`config.mk`:
```
export PLATFORM = sky130hd
export DESIGN_NAME = keyed_list_stack_queue_unit
export DESIGN_NICKNAME = d
export VERILOG_FILES = /design/src/rtl/klsq_pkg.sv /design/src/rtl/klsq_ctrl.sv /design/src/rtl/klsq_dp.sv /design/src/rtl/keyed_list_stack_queue_unit.sv
export SDC_FILE = /design/constraint.sdc
export NUM_CORES = 2
export LEC_CHECK = 0
export BUFFER_PORTS_ARGS = -buffer_cell sky130_fd_sc_hd__buf_2
export CAP_MARGIN = 20
export CORE_ASPECT_RATIO = 0.9
export CORE_UTILIZATION = 56
export CTS_CLUSTER_DIAMETER = 50
export CTS_CLUSTER_SIZE = 10
export DETAILED_ROUTE_END_ITERATION = 6
export GPL_TIMING_DRIVEN = 0
export HOLD_SLACK_MARGIN = 0.08
export PLACE_DENSITY_LB_ADDON = 0.15
export REMOVE_ABC_BUFFERS = 1
export SYNTH_ARGS = -nofsm -noshare
export SYNTH_HDL_FRONTEND = slang
export SYNTH_SLANG_ARGS = --single-unit
export TNS_END_PERCENT = 50
```
`constraint.sdc`:
```
create_clock -name i_clk -period 7.2 [get_ports i_clk]
set_input_delay 0.72 -clock i_clk [delete_from_list [all_inputs] [get_ports i_clk]]
set_output_delay 0.72 -clock i_clk [all_outputs]
set_load 0.05 [all_outputs]
```
`src/rtl/klsq_pkg.sv`:
```
// Shared types, widths and codes for the keyed list stack and queue unit.
package klsq_pkg;

    localparam int KLSQ_DEPTH = 16;
    localparam int CMD_W      = 3;
    localparam int KEY_W      = 32;
    localparam int VAL_W      = 32;
    localparam int SUM_W      = 40;

    typedef enum logic [CMD_W-1:0] {
        CMD_CLEAR      = 3'd0,
        CMD_PUSH_FRONT = 3'd1,
        CMD_PUSH_BACK  = 3'd2,
        CMD_POP_FRONT  = 3'd3,
        CMD_REMOVE_KEY = 3'd4,
        CMD_SEARCH_KEY = 3'd5
    } t_cmd;

    typedef enum logic [1:0] {
        STS_OK   = 2'd0,
        STS_MISS = 2'd1,
        STS_FULL = 2'd2
    } t_status;

    // Datapath commands issued by the controller
    typedef enum logic [2:0] {
        DP_NOP   = 3'd0,
        DP_LOAD  = 3'd1,
        DP_EXEC  = 3'd2,
        DP_POP   = 3'd3,
        DP_SCAN  = 3'd4,
        DP_SHIFT = 3'd5,
        DP_EMIT  = 3'd6
    } t_dp_op;

    typedef struct packed {
        t_cmd cmd;
        logic full;
        logic empty;
        logic hit;
        logic walk_end;
        logic out_busy;
    } t_dp_stat;

endpackage

```
`src/rtl/klsq_ctrl.sv`:
```
// Request sequencing state machine for the keyed list stack and queue unit.
module klsq_ctrl (
    input  logic              i_clk,
    input  logic              i_rst_n,
    input  logic              i_in_valid,
    output logic              o_in_ready,
    input  klsq_pkg::t_dp_stat i_stat,
    output klsq_pkg::t_dp_op  o_op
);
    import klsq_pkg::*;

    typedef enum logic [5:0] {
        S_IDLE  = 6'b000001,
        S_EXEC  = 6'b000010,
        S_POPW  = 6'b000100,
        S_SCAN  = 6'b001000,
        S_SHIFT = 6'b010000,
        S_DONE  = 6'b100000
    } t_state;

    t_state r_state, n_state;

    assign o_in_ready = (r_state == S_IDLE);

    always_comb begin
        n_state = r_state;
        o_op    = DP_NOP;
        case (r_state)
            S_IDLE: begin
                if (i_in_valid) begin
                    o_op    = DP_LOAD;
                    n_state = S_EXEC;
                end
            end
            S_EXEC: begin
                o_op = DP_EXEC;
                case (i_stat.cmd)
                    CMD_POP_FRONT:  n_state = i_stat.empty ? S_DONE : S_POPW;
                    CMD_REMOVE_KEY: n_state = S_SCAN;
                    CMD_SEARCH_KEY: n_state = S_SCAN;
                    default:        n_state = S_DONE;
                endcase
            end
            S_POPW: begin
                o_op    = DP_POP;
                n_state = S_DONE;
            end
            S_SCAN: begin
                o_op = DP_SCAN;
                if (i_stat.hit) begin
                    n_state = (i_stat.cmd == CMD_REMOVE_KEY) ? S_SHIFT : S_DONE;
                end else if (i_stat.walk_end) begin
                    n_state = S_DONE;
                end
            end
            S_SHIFT: begin
                o_op = DP_SHIFT;
                if (i_stat.walk_end) begin
                    n_state = S_DONE;
                end
            end
            S_DONE: begin
                if (!i_stat.out_busy) begin
                    o_op    = DP_EMIT;
                    n_state = S_IDLE;
                end
            end
            default: n_state = S_IDLE;
        endcase
    end

    always_ff @(posedge i_clk) begin
        if (!i_rst_n) begin
            r_state <= S_IDLE;
        end else begin
            r_state <= n_state;
        end
    end

    a_accept_to_exec: assert property (@(posedge i_clk) disable iff (!i_rst_n)
        (i_in_valid && o_in_ready) |=> (r_state == S_EXEC))
        else $error("accepted request did not enter execution");

    a_search_hit_done: assert property (@(posedge i_clk) disable iff (!i_rst_n)
        (r_state == S_SCAN && i_stat.hit && i_stat.cmd == CMD_SEARCH_KEY)
        |=> (r_state == S_DONE))
        else $error("search hit did not finish");

    a_emit_when_free: assert property (@(posedge i_clk) disable iff (!i_rst_n)
        (o_op == DP_EMIT) |-> !i_stat.out_busy)
        else $error("result emitted into a busy output register");

endmodule

```
`src/rtl/klsq_dp.sv`:
```
// Entry store, pointers, running total and result register.
module klsq_dp #(
    parameter int DEPTH = klsq_pkg::KLSQ_DEPTH
) (
    input  logic                              i_clk,
    input  logic                              i_rst_n,
    input  klsq_pkg::t_dp_op                  i_op,
    output klsq_pkg::t_dp_stat                o_stat,
    input  logic [klsq_pkg::CMD_W-1:0]        i_cmd,
    input  logic signed [klsq_pkg::KEY_W-1:0] i_key,
    input  logic signed [klsq_pkg::VAL_W-1:0] i_value,
    output logic                              o_out_valid,
    input  logic                              i_out_ready,
    output logic [1:0]                        o_status,
    output logic signed [klsq_pkg::KEY_W-1:0] o_found_key,
    output logic signed [klsq_pkg::VAL_W-1:0] o_found_value,
    output logic [$clog2(DEPTH+1)-1:0]        o_entry_count,
    output logic signed [klsq_pkg::SUM_W-1:0] o_value_sum
);
    import klsq_pkg::*;

    localparam int AW = $clog2(DEPTH);
    localparam int CW = $clog2(DEPTH + 1);

    logic [KEY_W-1:0] r_mem_key [DEPTH];
    logic [VAL_W-1:0] r_mem_val [DEPTH];

    t_cmd             r_cmd,   n_cmd;
    logic [KEY_W-1:0] r_key,   n_key;
    logic [VAL_W-1:0] r_val,   n_val;
    logic [AW-1:0]    r_head,  n_head;
    logic [CW-1:0]    r_count, n_count;
    logic [SUM_W-1:0] r_total, n_total;
    logic [AW-1:0]    r_ptr,   n_ptr;
    logic [CW-1:0]    r_idx,   n_idx;
    logic             r_rd_vld, n_rd_vld;
    logic [AW-1:0]    r_rd_slot, n_rd_slot;
    logic [AW-1:0]    r_wr_slot, n_wr_slot;
    t_status          r_status, n_status;
    logic [KEY_W-1:0] r_fkey,  n_fkey;
    logic [VAL_W-1:0] r_fval,  n_fval;
    logic [KEY_W-1:0] r_rd_key;
    logic [VAL_W-1:0] r_rd_val;

    logic             r_out_valid, n_out_valid;
    t_status          r_o_status;
    logic [KEY_W-1:0] r_o_key;
    logic [VAL_W-1:0] r_o_val;
    logic [CW-1:0]    r_o_count;
    logic [SUM_W-1:0] r_o_sum;

    logic             mem_we;
    logic [AW-1:0]    mem_waddr;
    logic [AW-1:0]    mem_raddr;
    logic [KEY_W-1:0] mem_wkey;
    logic [VAL_W-1:0] mem_wval;

    logic             full, empty, hit, walk_end;
    logic [CW:0]      back_sum;
    logic [AW-1:0]    back_slot;

    function automatic logic [AW-1:0] wrap_inc(input logic [AW-1:0] p);
        return (p == AW'(DEPTH - 1)) ? '0 : p + AW'(1);
    endfunction

    function automatic logic [AW-1:0] wrap_dec(input logic [AW-1:0] p);
        return (p == '0) ? AW'(DEPTH - 1) : p - AW'(1);
    endfunction

    // Saturating add or subtract of a Q16.16 value into the total
    function automatic logic [SUM_W-1:0] sat_acc(input logic [SUM_W-1:0] t,
                                                 input logic [VAL_W-1:0] v,
                                                 input logic sub);
        logic [SUM_W:0] te;
        logic [SUM_W:0] ve;
        logic [SUM_W:0] s;
        te = {t[SUM_W-1], t};
        ve = {{(SUM_W + 1 - VAL_W){v[VAL_W-1]}}, v};
        s  = sub ? te - ve : te + ve;
        if (s[SUM_W] != s[SUM_W-1]) begin
            return s[SUM_W] ? {1'b1, {(SUM_W-1){1'b0}}} : {1'b0, {(SUM_W-1){1'b1}}};
        end
        return s[SUM_W-1:0];
    endfunction

    assign full      = (r_count == CW'(DEPTH));
    assign empty     = (r_count == '0);
    assign hit       = r_rd_vld && (r_rd_key == r_key);
    assign walk_end  = !r_rd_vld && (r_idx == r_count);
    assign back_sum  = (CW+1)'(r_head) + (CW+1)'(r_count);
    assign back_slot = (back_sum >= (CW+1)'(DEPTH)) ? AW'(back_sum - (CW+1)'(DEPTH))
                                                    : AW'(back_sum);

    assign o_stat.cmd      = r_cmd;
    assign o_stat.full     = full;
    assign o_stat.empty    = empty;
    assign o_stat.hit      = hit;
    assign o_stat.walk_end = walk_end;
    assign o_stat.out_busy = r_out_valid && !i_out_ready;

    always_comb begin
        n_cmd     = r_cmd;
        n_key     = r_key;
        n_val     = r_val;
        n_head    = r_head;
        n_count   = r_count;
        n_total   = r_total;
        n_ptr     = r_ptr;
        n_idx     = r_idx;
        n_rd_vld  = r_rd_vld;
        n_rd_slot = r_rd_slot;
        n_wr_slot = r_wr_slot;
        n_status  = r_status;
        n_fkey    = r_fkey;
        n_fval    = r_fval;
        mem_we    = 1'b0;
        mem_waddr = r_wr_slot;
        mem_wkey  = r_rd_key;
        mem_wval  = r_rd_val;
        mem_raddr = r_ptr;
        n_out_valid = r_out_valid && !i_out_ready;

        case (i_op)
            DP_LOAD: begin
                n_cmd    = t_cmd'(i_cmd);
                n_key    = i_key;
                n_val    = i_value;
                n_ptr    = r_head;
                n_idx    = '0;
                n_rd_vld = 1'b0;
                n_status = STS_OK;
                n_fkey   = '0;
                n_fval   = '0;
            end
            DP_EXEC: begin
                case (r_cmd)
                    CMD_CLEAR: begin
                        n_head  = '0;
                        n_count = '0;
                        n_total = '0;
                    end
                    CMD_PUSH_FRONT: begin
                        if (full) begin
                            n_status = STS_FULL;
                        end else begin
                            mem_we    = 1'b1;
                            mem_waddr = wrap_dec(r_head);
                            mem_wkey  = r_key;
                            mem_wval  = r_val;
                            n_head    = wrap_dec(r_head);
                            n_count   = r_count + CW'(1);
                            n_total   = sat_acc(r_total, r_val, 1'b0);
                        end
                    end
                    CMD_PUSH_BACK: begin
                        if (full) begin
                            n_status = STS_FULL;
                        end else begin
                            mem_we    = 1'b1;
                            mem_waddr = back_slot;
                            mem_wkey  = r_key;
                            mem_wval  = r_val;
                            n_count   = r_count + CW'(1);
                            n_total   = sat_acc(r_total, r_val, 1'b0);
                        end
                    end
                    CMD_POP_FRONT: begin
                        mem_raddr = r_head;
                        if (empty) begin
                            n_status = STS_MISS;
                        end
                    end
                    default: ;
                endcase
            end
            DP_POP: begin
                n_fkey  = r_rd_key;
                n_fval  = r_rd_val;
                n_head  = wrap_inc(r_head);
                n_count = r_count - CW'(1);
                n_total = sat_acc(r_total, r_rd_val, 1'b1);
            end
            DP_SCAN: begin
                if (hit) begin
                    n_fkey    = r_rd_key;
                    n_fval    = r_rd_val;
                    n_wr_slot = r_rd_slot;
                    n_rd_vld  = 1'b0;
                end else if (r_idx < r_count) begin
                    n_rd_vld  = 1'b1;
                    n_rd_slot = r_ptr;
                    n_ptr     = wrap_inc(r_ptr);
                    n_idx     = r_idx + CW'(1);
                end else begin
                    n_rd_vld = 1'b0;
                    if (walk_end) begin
                        n_status = STS_MISS;
                    end
                end
            end
            DP_SHIFT: begin
                // Move each later entry one slot toward the front
                if (r_rd_vld) begin
                    mem_we    = 1'b1;
                    n_wr_slot = r_rd_slot;
                end
                if (r_idx < r_count) begin
                    n_rd_vld  = 1'b1;
                    n_rd_slot = r_ptr;
                    n_ptr     = wrap_inc(r_ptr);
                    n_idx     = r_idx + CW'(1);
                end else begin
                    n_rd_vld = 1'b0;
                end
                if (walk_end) begin
                    n_count = r_count - CW'(1);
                    n_total = sat_acc(r_total, r_fval, 1'b1);
                end
            end
            DP_EMIT: begin
                n_out_valid = 1'b1;
            end
            default: ;
        endcase
    end

    always_ff @(posedge i_clk) begin
        if (mem_we) begin
            r_mem_key[mem_waddr] <= mem_wkey;
            r_mem_val[mem_waddr] <= mem_wval;
        end
        r_rd_key <= r_mem_key[mem_raddr];
        r_rd_val <= r_mem_val[mem_raddr];
    end

    always_ff @(posedge i_clk) begin
        if (!i_rst_n) begin
            r_head      <= '0;
            r_count     <= '0;
            r_total     <= '0;
            r_rd_vld    <= 1'b0;
            r_out_valid <= 1'b0;
        end else begin
            r_head      <= n_head;
            r_count     <= n_count;
            r_total     <= n_total;
            r_rd_vld    <= n_rd_vld;
            r_out_valid <= n_out_valid;
        end
    end

    always_ff @(posedge i_clk) begin
        r_cmd     <= n_cmd;
        r_key     <= n_key;
        r_val     <= n_val;
        r_ptr     <= n_ptr;
        r_idx     <= n_idx;
        r_rd_slot <= n_rd_slot;
        r_wr_slot <= n_wr_slot;
        r_status  <= n_status;
        r_fkey    <= n_fkey;
        r_fval    <= n_fval;
        if (i_op == DP_EMIT) begin
            r_o_status <= r_status;
            r_o_key    <= r_fkey;
            r_o_val    <= r_fval;
            r_o_count  <= r_count;
            r_o_sum    <= r_total;
        end
    end

    assign o_out_valid   = r_out_valid;
    assign o_status      = r_o_status;
    assign o_found_key   = r_o_key;
    assign o_found_value = r_o_val;
    assign o_entry_count = r_o_count;
    assign o_value_sum   = r_o_sum;

    a_count_bound: assert property (@(posedge i_clk) disable iff (!i_rst_n)
        r_count <= CW'(DEPTH))
        else $error("entry count beyond depth");

    a_shift_shrinks: assert property (@(posedge i_clk) disable iff (!i_rst_n)
        (i_op == DP_SHIFT && walk_end) |=> (r_count == $past(r_count) - CW'(1)))
        else $error("keyed removal did not drop one entry");

    a_full_no_write: assert property (@(posedge i_clk) disable iff (!i_rst_n)
        (i_op == DP_EXEC && full) |-> !mem_we)
        else $error("write into a full store");

endmodule

```
`src/rtl/keyed_list_stack_queue_unit.sv`:
```
// Keyed list stack and queue unit: top level joining controller and datapath.
// Flow: a request is loaded, then executed; remove front then reads the head entry (not
// when empty), keyed search scans from the front to a hit or the end, and keyed removal
// scans likewise, then on a hit shifts every later entry one slot toward the front.
// Throughput: one request at a time; o_in_ready rises together with o_out_valid.
// Synchronous active-low reset empties the store and zeroes count and total.
module keyed_list_stack_queue_unit #(
    parameter int DEPTH = klsq_pkg::KLSQ_DEPTH
) (
    input  logic                              i_clk,
    input  logic                              i_rst_n,
    input  logic                              i_in_valid,
    output logic                              o_in_ready,
    input  logic [klsq_pkg::CMD_W-1:0]        i_cmd,
    input  logic signed [klsq_pkg::KEY_W-1:0] i_key,
    input  logic signed [klsq_pkg::VAL_W-1:0] i_value,
    output logic                              o_out_valid,
    input  logic                              i_out_ready,
    output logic [1:0]                        o_status,
    output logic signed [klsq_pkg::KEY_W-1:0] o_found_key,
    output logic signed [klsq_pkg::VAL_W-1:0] o_found_value,
    output logic [$clog2(DEPTH+1)-1:0]        o_entry_count,
    output logic signed [klsq_pkg::SUM_W-1:0] o_value_sum
);
    import klsq_pkg::*;

    t_dp_op   dp_op;
    t_dp_stat dp_stat;

    klsq_ctrl u_ctrl (
        .i_clk      (i_clk),
        .i_rst_n    (i_rst_n),
        .i_in_valid (i_in_valid),
        .o_in_ready (o_in_ready),
        .i_stat     (dp_stat),
        .o_op       (dp_op)
    );

    klsq_dp #(
        .DEPTH (DEPTH)
    ) u_dp (
        .i_clk         (i_clk),
        .i_rst_n       (i_rst_n),
        .i_op          (dp_op),
        .o_stat        (dp_stat),
        .i_cmd         (i_cmd),
        .i_key         (i_key),
        .i_value       (i_value),
        .o_out_valid   (o_out_valid),
        .i_out_ready   (i_out_ready),
        .o_status      (o_status),
        .o_found_key   (o_found_key),
        .o_found_value (o_found_value),
        .o_entry_count (o_entry_count),
        .o_value_sum   (o_value_sum)
    );

endmodule

```
==> results.txt <==
The initial antenna violation count came out at 0. The highest layer touched by signal routing is met4. The data arrival at the endpoint of the critical path is about 5.5 ns. The half-perimeter wire length after placement came out at between 100000 and 150000 um. The worst register-to-register path has a depth of 13.

The count of endpoints failing hold in the final timing report came out at 0. The cell family contributing the most delay on the critical path is compound AO/OA/AOI/OAI gates. After detailed routing, the average wire length per cell comes to approximately 26 um. The remaining antenna violation count after routing came out at 1. The placed instances occupy a cell area of 0.0652 mm2. The transition time of the tightest slew-check pin is 1.12 ns. The run finished, with violations left. The total stage count of the critical path came out at 13. The maximum count of clock buffers along a single path came out at 3.

The relative contribution of sequential cells to total power is roughly 50%. The count of instances resized after the clock tree is built came out at 0. Sequential elements use 67.7% of the synthesized area.

Setup repair after global routing left no endpoint under its margin. In this run switching power makes up around a quarter of total power. Compared with the post-synthesis result, the final layout area differs by 16.7%.

The total power per unit cell area came out at approximately 270 mW/mm2. In the final layout, the share of cells above drive strength 1 is about a fifth. The clock-pin slew on the worst setup and hold paths came out at ~0.06 ns. The first-pass GRT wire length is about 230000 um. The floorplan die height is between 300 and 400 um. Buffers inserted during clock tree synthesis total 166. In this run the horizontal extent of the chip is about 350 um. The first routing iteration left 3465 violations. The total core area came out at approximately 0.11 mm2. The relative slew slack came out at between 20 and 25%. The combined global-route utilization of all metal layers is between 20 and 30%.

The number of inserted filler cells in the final layout is ~7500. The summed negative setup slack over all endpoints is 0 ns. For this configuration, the core starts out at a cell density of 56.5%. TritonCTS built the clock tree. The dominant register cell in the synthesized netlist is sky130_fd_sc_hd__edfxtp_1. The clock period minus worst slack is 4.83 ns.

The internal power of the cells totals ~14 mW. The total met2 wirelength after detailed routing came out at about 76000 um. The final reports fail on antenna violations. The number of enable flip-flop cells after synthesis is roughly 1300. The cell leakage power is ~25 nW. The part of the power in combinational logic is between 9 and 10%. The netlist area before placement is roughly 0.06 mm2. The vias after detailed routing came out at about 36000.

The signal on the critical path passes through ha_1, inv_1, fa_1, a211oi_1, o21ai_1, o2111ai_1, o21ai_2, o22ai_1, o31a_1, xor2_2, nand2_1, a221oi_1, a21oi_1. In this run the number of H-tree levels came out at 4. After layout, the worst setup slack is ~2.4 ns. The share of the clock period used by the worst path after layout is 67.1%.

In the final routing, the length of wire on met1 measures about 65000 um. The post-place setup slack came out at 2.40 ns. The global placement routability congestion came out at slightly above 0.9. The clock latency reported for the late side of the worst-skew pair came out at ~0.8 ns. The min-delay analysis places its worst path in the category input port to register.

The count of clock tree sinks is about 1400. The fmax came out at 207 MHz. The number of search-and-repair iterations in the first detailed-routing pass came out at 5.

The number of synthesized register bits came out at around 1400. The number of buffer and inverter instances along the worst setup path came out at 1. The worst supply voltage drop on vdd is roughly 0.27 mV.

The final net count is between 4000 and 5000. The clock arrives with approximately 0.044 ns of skew. By startpoint and endpoint, the worst setup path is classified as register to register.

The number of stages on the worst hold path is 1. The top cell types in the final layout, fill and taps aside, are 1285 x sky130_fd_sc_hd__edfxtp_1, 394 x sky130_fd_sc_hd__nand2_1, 256 x sky130_fd_sc_hd__mux4_2. For this design the top-level I/O count stands at approximately 180. The number of global-route vias before repair is between 30000 and 40000.

The peak per-stage delay on the critical path is between 0.7 and 0.8 ns. The total of buffers placed on input and output ports came out at ~180. Max-cap violations in this run came to 0.

The slowest cell on the critical path is sky130_fd_sc_hd__xor2_2. The floorplan step defined a die boundary enclosing 0.109 mm2. The peak fanout along the critical path is 14.

The worst setup path is launched from a register. The finished cells cover roughly 0.071 mm2. The net switching power figure came out at ~4.5 mW. STA puts the critical path data required time at approximately 8 ns. The total detailed-routing wirelength came out at between 150000 and 200000 um. The clock share of power is between 40% and 50%.

After synthesis, the netlist uses 89 different library cells. The routed length on met3 came out at 10500 um. Counting every instance in the synthesized netlist gives 3988.

In this run the clock root is driven by a sky130_fd_sc_hd__clkbuf_16. The total count of max-transition violations in the final report is 0. After detailed routing, the number of remaining DRC violations is 0. Summed over all layers, the global routing overflow is 0. The average instance in the mapped netlist occupies approximately 15 um2. The total number of placement rows came out at ~110. Leaving out fill and tap cells, the most frequent cell in the layout is sky130_fd_sc_hd__edfxtp_1. The worst setup path is captured at a register. Counting flops with an async set or reset pin after synthesis yields a share of 0%. The final-report setup violation count is 0. In the routed layout, each cell is associated on average with a via count of 6.18.

The maximum number of pins on one net before global-route repair is 70. The number of warnings printed during yosys synthesis is 0.
cell type report:
| cell class | instances | area [um2] | share of cell area, % |
|---|---|---|---|
| clock inverters | 29 | 413 | 0.584 |
| clock buffers | 254 | 4540 | 6.42 |
| diodes | 6 | 15.0 | 0.0212 |
| multi-input cells | 2267 | 18500 | 26.2 |
| flip-flops and latches | 1406 | 41000 | 58.0 |
| well taps | 1450 | 1810 | 2.57 |
| repair buffers | 366 | 3940 | 5.58 |
| inverters | 110 | 415 | 0.588 |
state kept, by name, indices dropped and copies added (netlist names), 5 cells and up:
signal              flops
u_dp.r_mem_key        512
u_dp.r_mem_val        512
u_dp.o_value_sum       40
u_dp.r_total           40
u_dp.o_found_key       32
u_dp.o_found_value     32
u_dp.r_fkey            32
u_dp.r_fval            32
u_dp.r_key             32
u_dp.r_rd_key          32
u_dp.r_rd_val          32
u_dp.r_val             32
u_ctrl.r_state          6
u_dp.o_entry_count      5
u_dp.r_count            5
u_dp.r_idx              5
cell families after synthesis:
| kind of cell | share of synthesized area (%) |
|---|---|
| simple gates | 6.90 |
| fa+ha+maj | 2.93 |
| xor+xnor | 2.17 |
| buf+inv | 2.13 |
| compound gates | 8.46 |
| mux | 9.68 |
| flops | 67.7 |
synthesized netlist by cell type (all sizes together), types with 6 or more instances:
library cell | n | area (um2)
and3 | 12 | 75.1
o2111ai | 6 | 58.8
inv | 109 | 409
edfxtp | 1285 | 38600
o21ai | 228 | 1140
a21boi | 7 | 52.6
clkbuf | 137 | 517
a221oi | 8 | 82.6
and4 | 11 | 96.3
nand4 | 38 | 238
nand3b | 8 | 60.1
o211ai | 24 | 180
mux4 | 256 | 5770
nor2b | 49 | 307
and2 | 76 | 478
nor2 | 166 | 626
buf | 68 | 360
o21bai | 14 | 105
ha | 134 | 1680
a21oi | 180 | 901
or2 | 9 | 56.3
nand2 | 395 | 1490
a31oi | 109 | 682
nor3 | 33 | 170
o31ai | 12 | 90.1
o22ai | 6 | 37.5
a21o | 51 | 384
a211o | 6 | 52.6
xnor2 | 96 | 841
dfxtp | 121 | 2420
a211oi | 77 | 578
a311oi | 8 | 76.3
nor4 | 14 | 87.6
xor2 | 54 | 473
or3 | 13 | 81.3
o21a | 27 | 203
nand2b | 25 | 156
a41oi | 8 | 70.1
nand3 | 38 | 190
power by group through the flow:
stage | clock network (mW) | logic, mW | registers, mW
after floorplan | 0 | 1.55 | 9.53
after global placement | 0 | 2.27 | 9.62
after detailed placement | 0 | 1.82 | 9.58
after CTS | 7.75 | 1.85 | 9.42
after global routing | 8.07 | 2.02 | 9.43
final | 7.64 | 1.87 | 9.42
per-layer routing:
| layer | global-route usage, % | up-vias |
|---|---|---|
| met5 | 0 | - |
| met4 | 8.92 | 0 |
| met3 | 4.26 | 231 |
| met2 | 47.2 | 1466 |
| met1 | 39.8 | 18500 |
| li1 | - | 16200 |
path summary, 6_finish.rpt:
kind / from / to / slack (ns)
max: u_dp.r_fval[0]$_SDFFCE_PN0P_ / u_dp.r_total[27]$_SDFFE_PN0P_ / 2.37
min: i_value[29] / u_dp.r_val[29]$_DFFE_PN_ / 0.13
max reg2reg: u_dp.r_fval[0]$_SDFFCE_PN0P_ / u_dp.r_total[27]$_SDFFE_PN0P_ / 2.37
min reg2reg: u_dp.r_fkey[26]$_SDFFCE_PN0P_ / u_dp.o_found_key[26]$_DFFE_PP_ / 0.41
metrics by stage:
stage / total power [mW] / hold WS, ns / utilization (%) / instances
after floorplan: 11.1 / 0.400 / - / 3783
after global placement: 11.9 / 0.402 / 58.2 / 5416
after detailed placement: 11.4 / 0.405 / 60.8 / 5551
after CTS: 19.0 / 0.0830 / 65.9 / 5880
after global routing: 19.5 / 0.0986 / 65.9 / 5882
final: 18.9 / 0.130 / 65.9 / 5888
what timing repair did:
action	4_1_cts	5_1_grt
buffers inserted	0	0
hold buffers	46	0
setup endpoints to repair	0	0
hold endpoints to repair	46	0
worst register-to-register path, cell delays in order (launching register included):
cell and delay, ns:
sky130_fd_sc_hd__edfxtp_1 0.50, sky130_fd_sc_hd__ha_1 0.44, sky130_fd_sc_hd__inv_1 0.10, sky130_fd_sc_hd__fa_1 0.43, sky130_fd_sc_hd__a211oi_1 0.23, sky130_fd_sc_hd__o21ai_1 0.21, sky130_fd_sc_hd__o2111ai_1 0.36, sky130_fd_sc_hd__o21ai_2 0.15
sky130_fd_sc_hd__o22ai_1 0.45, sky130_fd_sc_hd__o31a_1 0.38, sky130_fd_sc_hd__xor2_2 0.76, sky130_fd_sc_hd__nand2_1 0.16, sky130_fd_sc_hd__a221oi_1 0.39, sky130_fd_sc_hd__a21oi_1 0.12
Power figures use the tool's default switching activity.
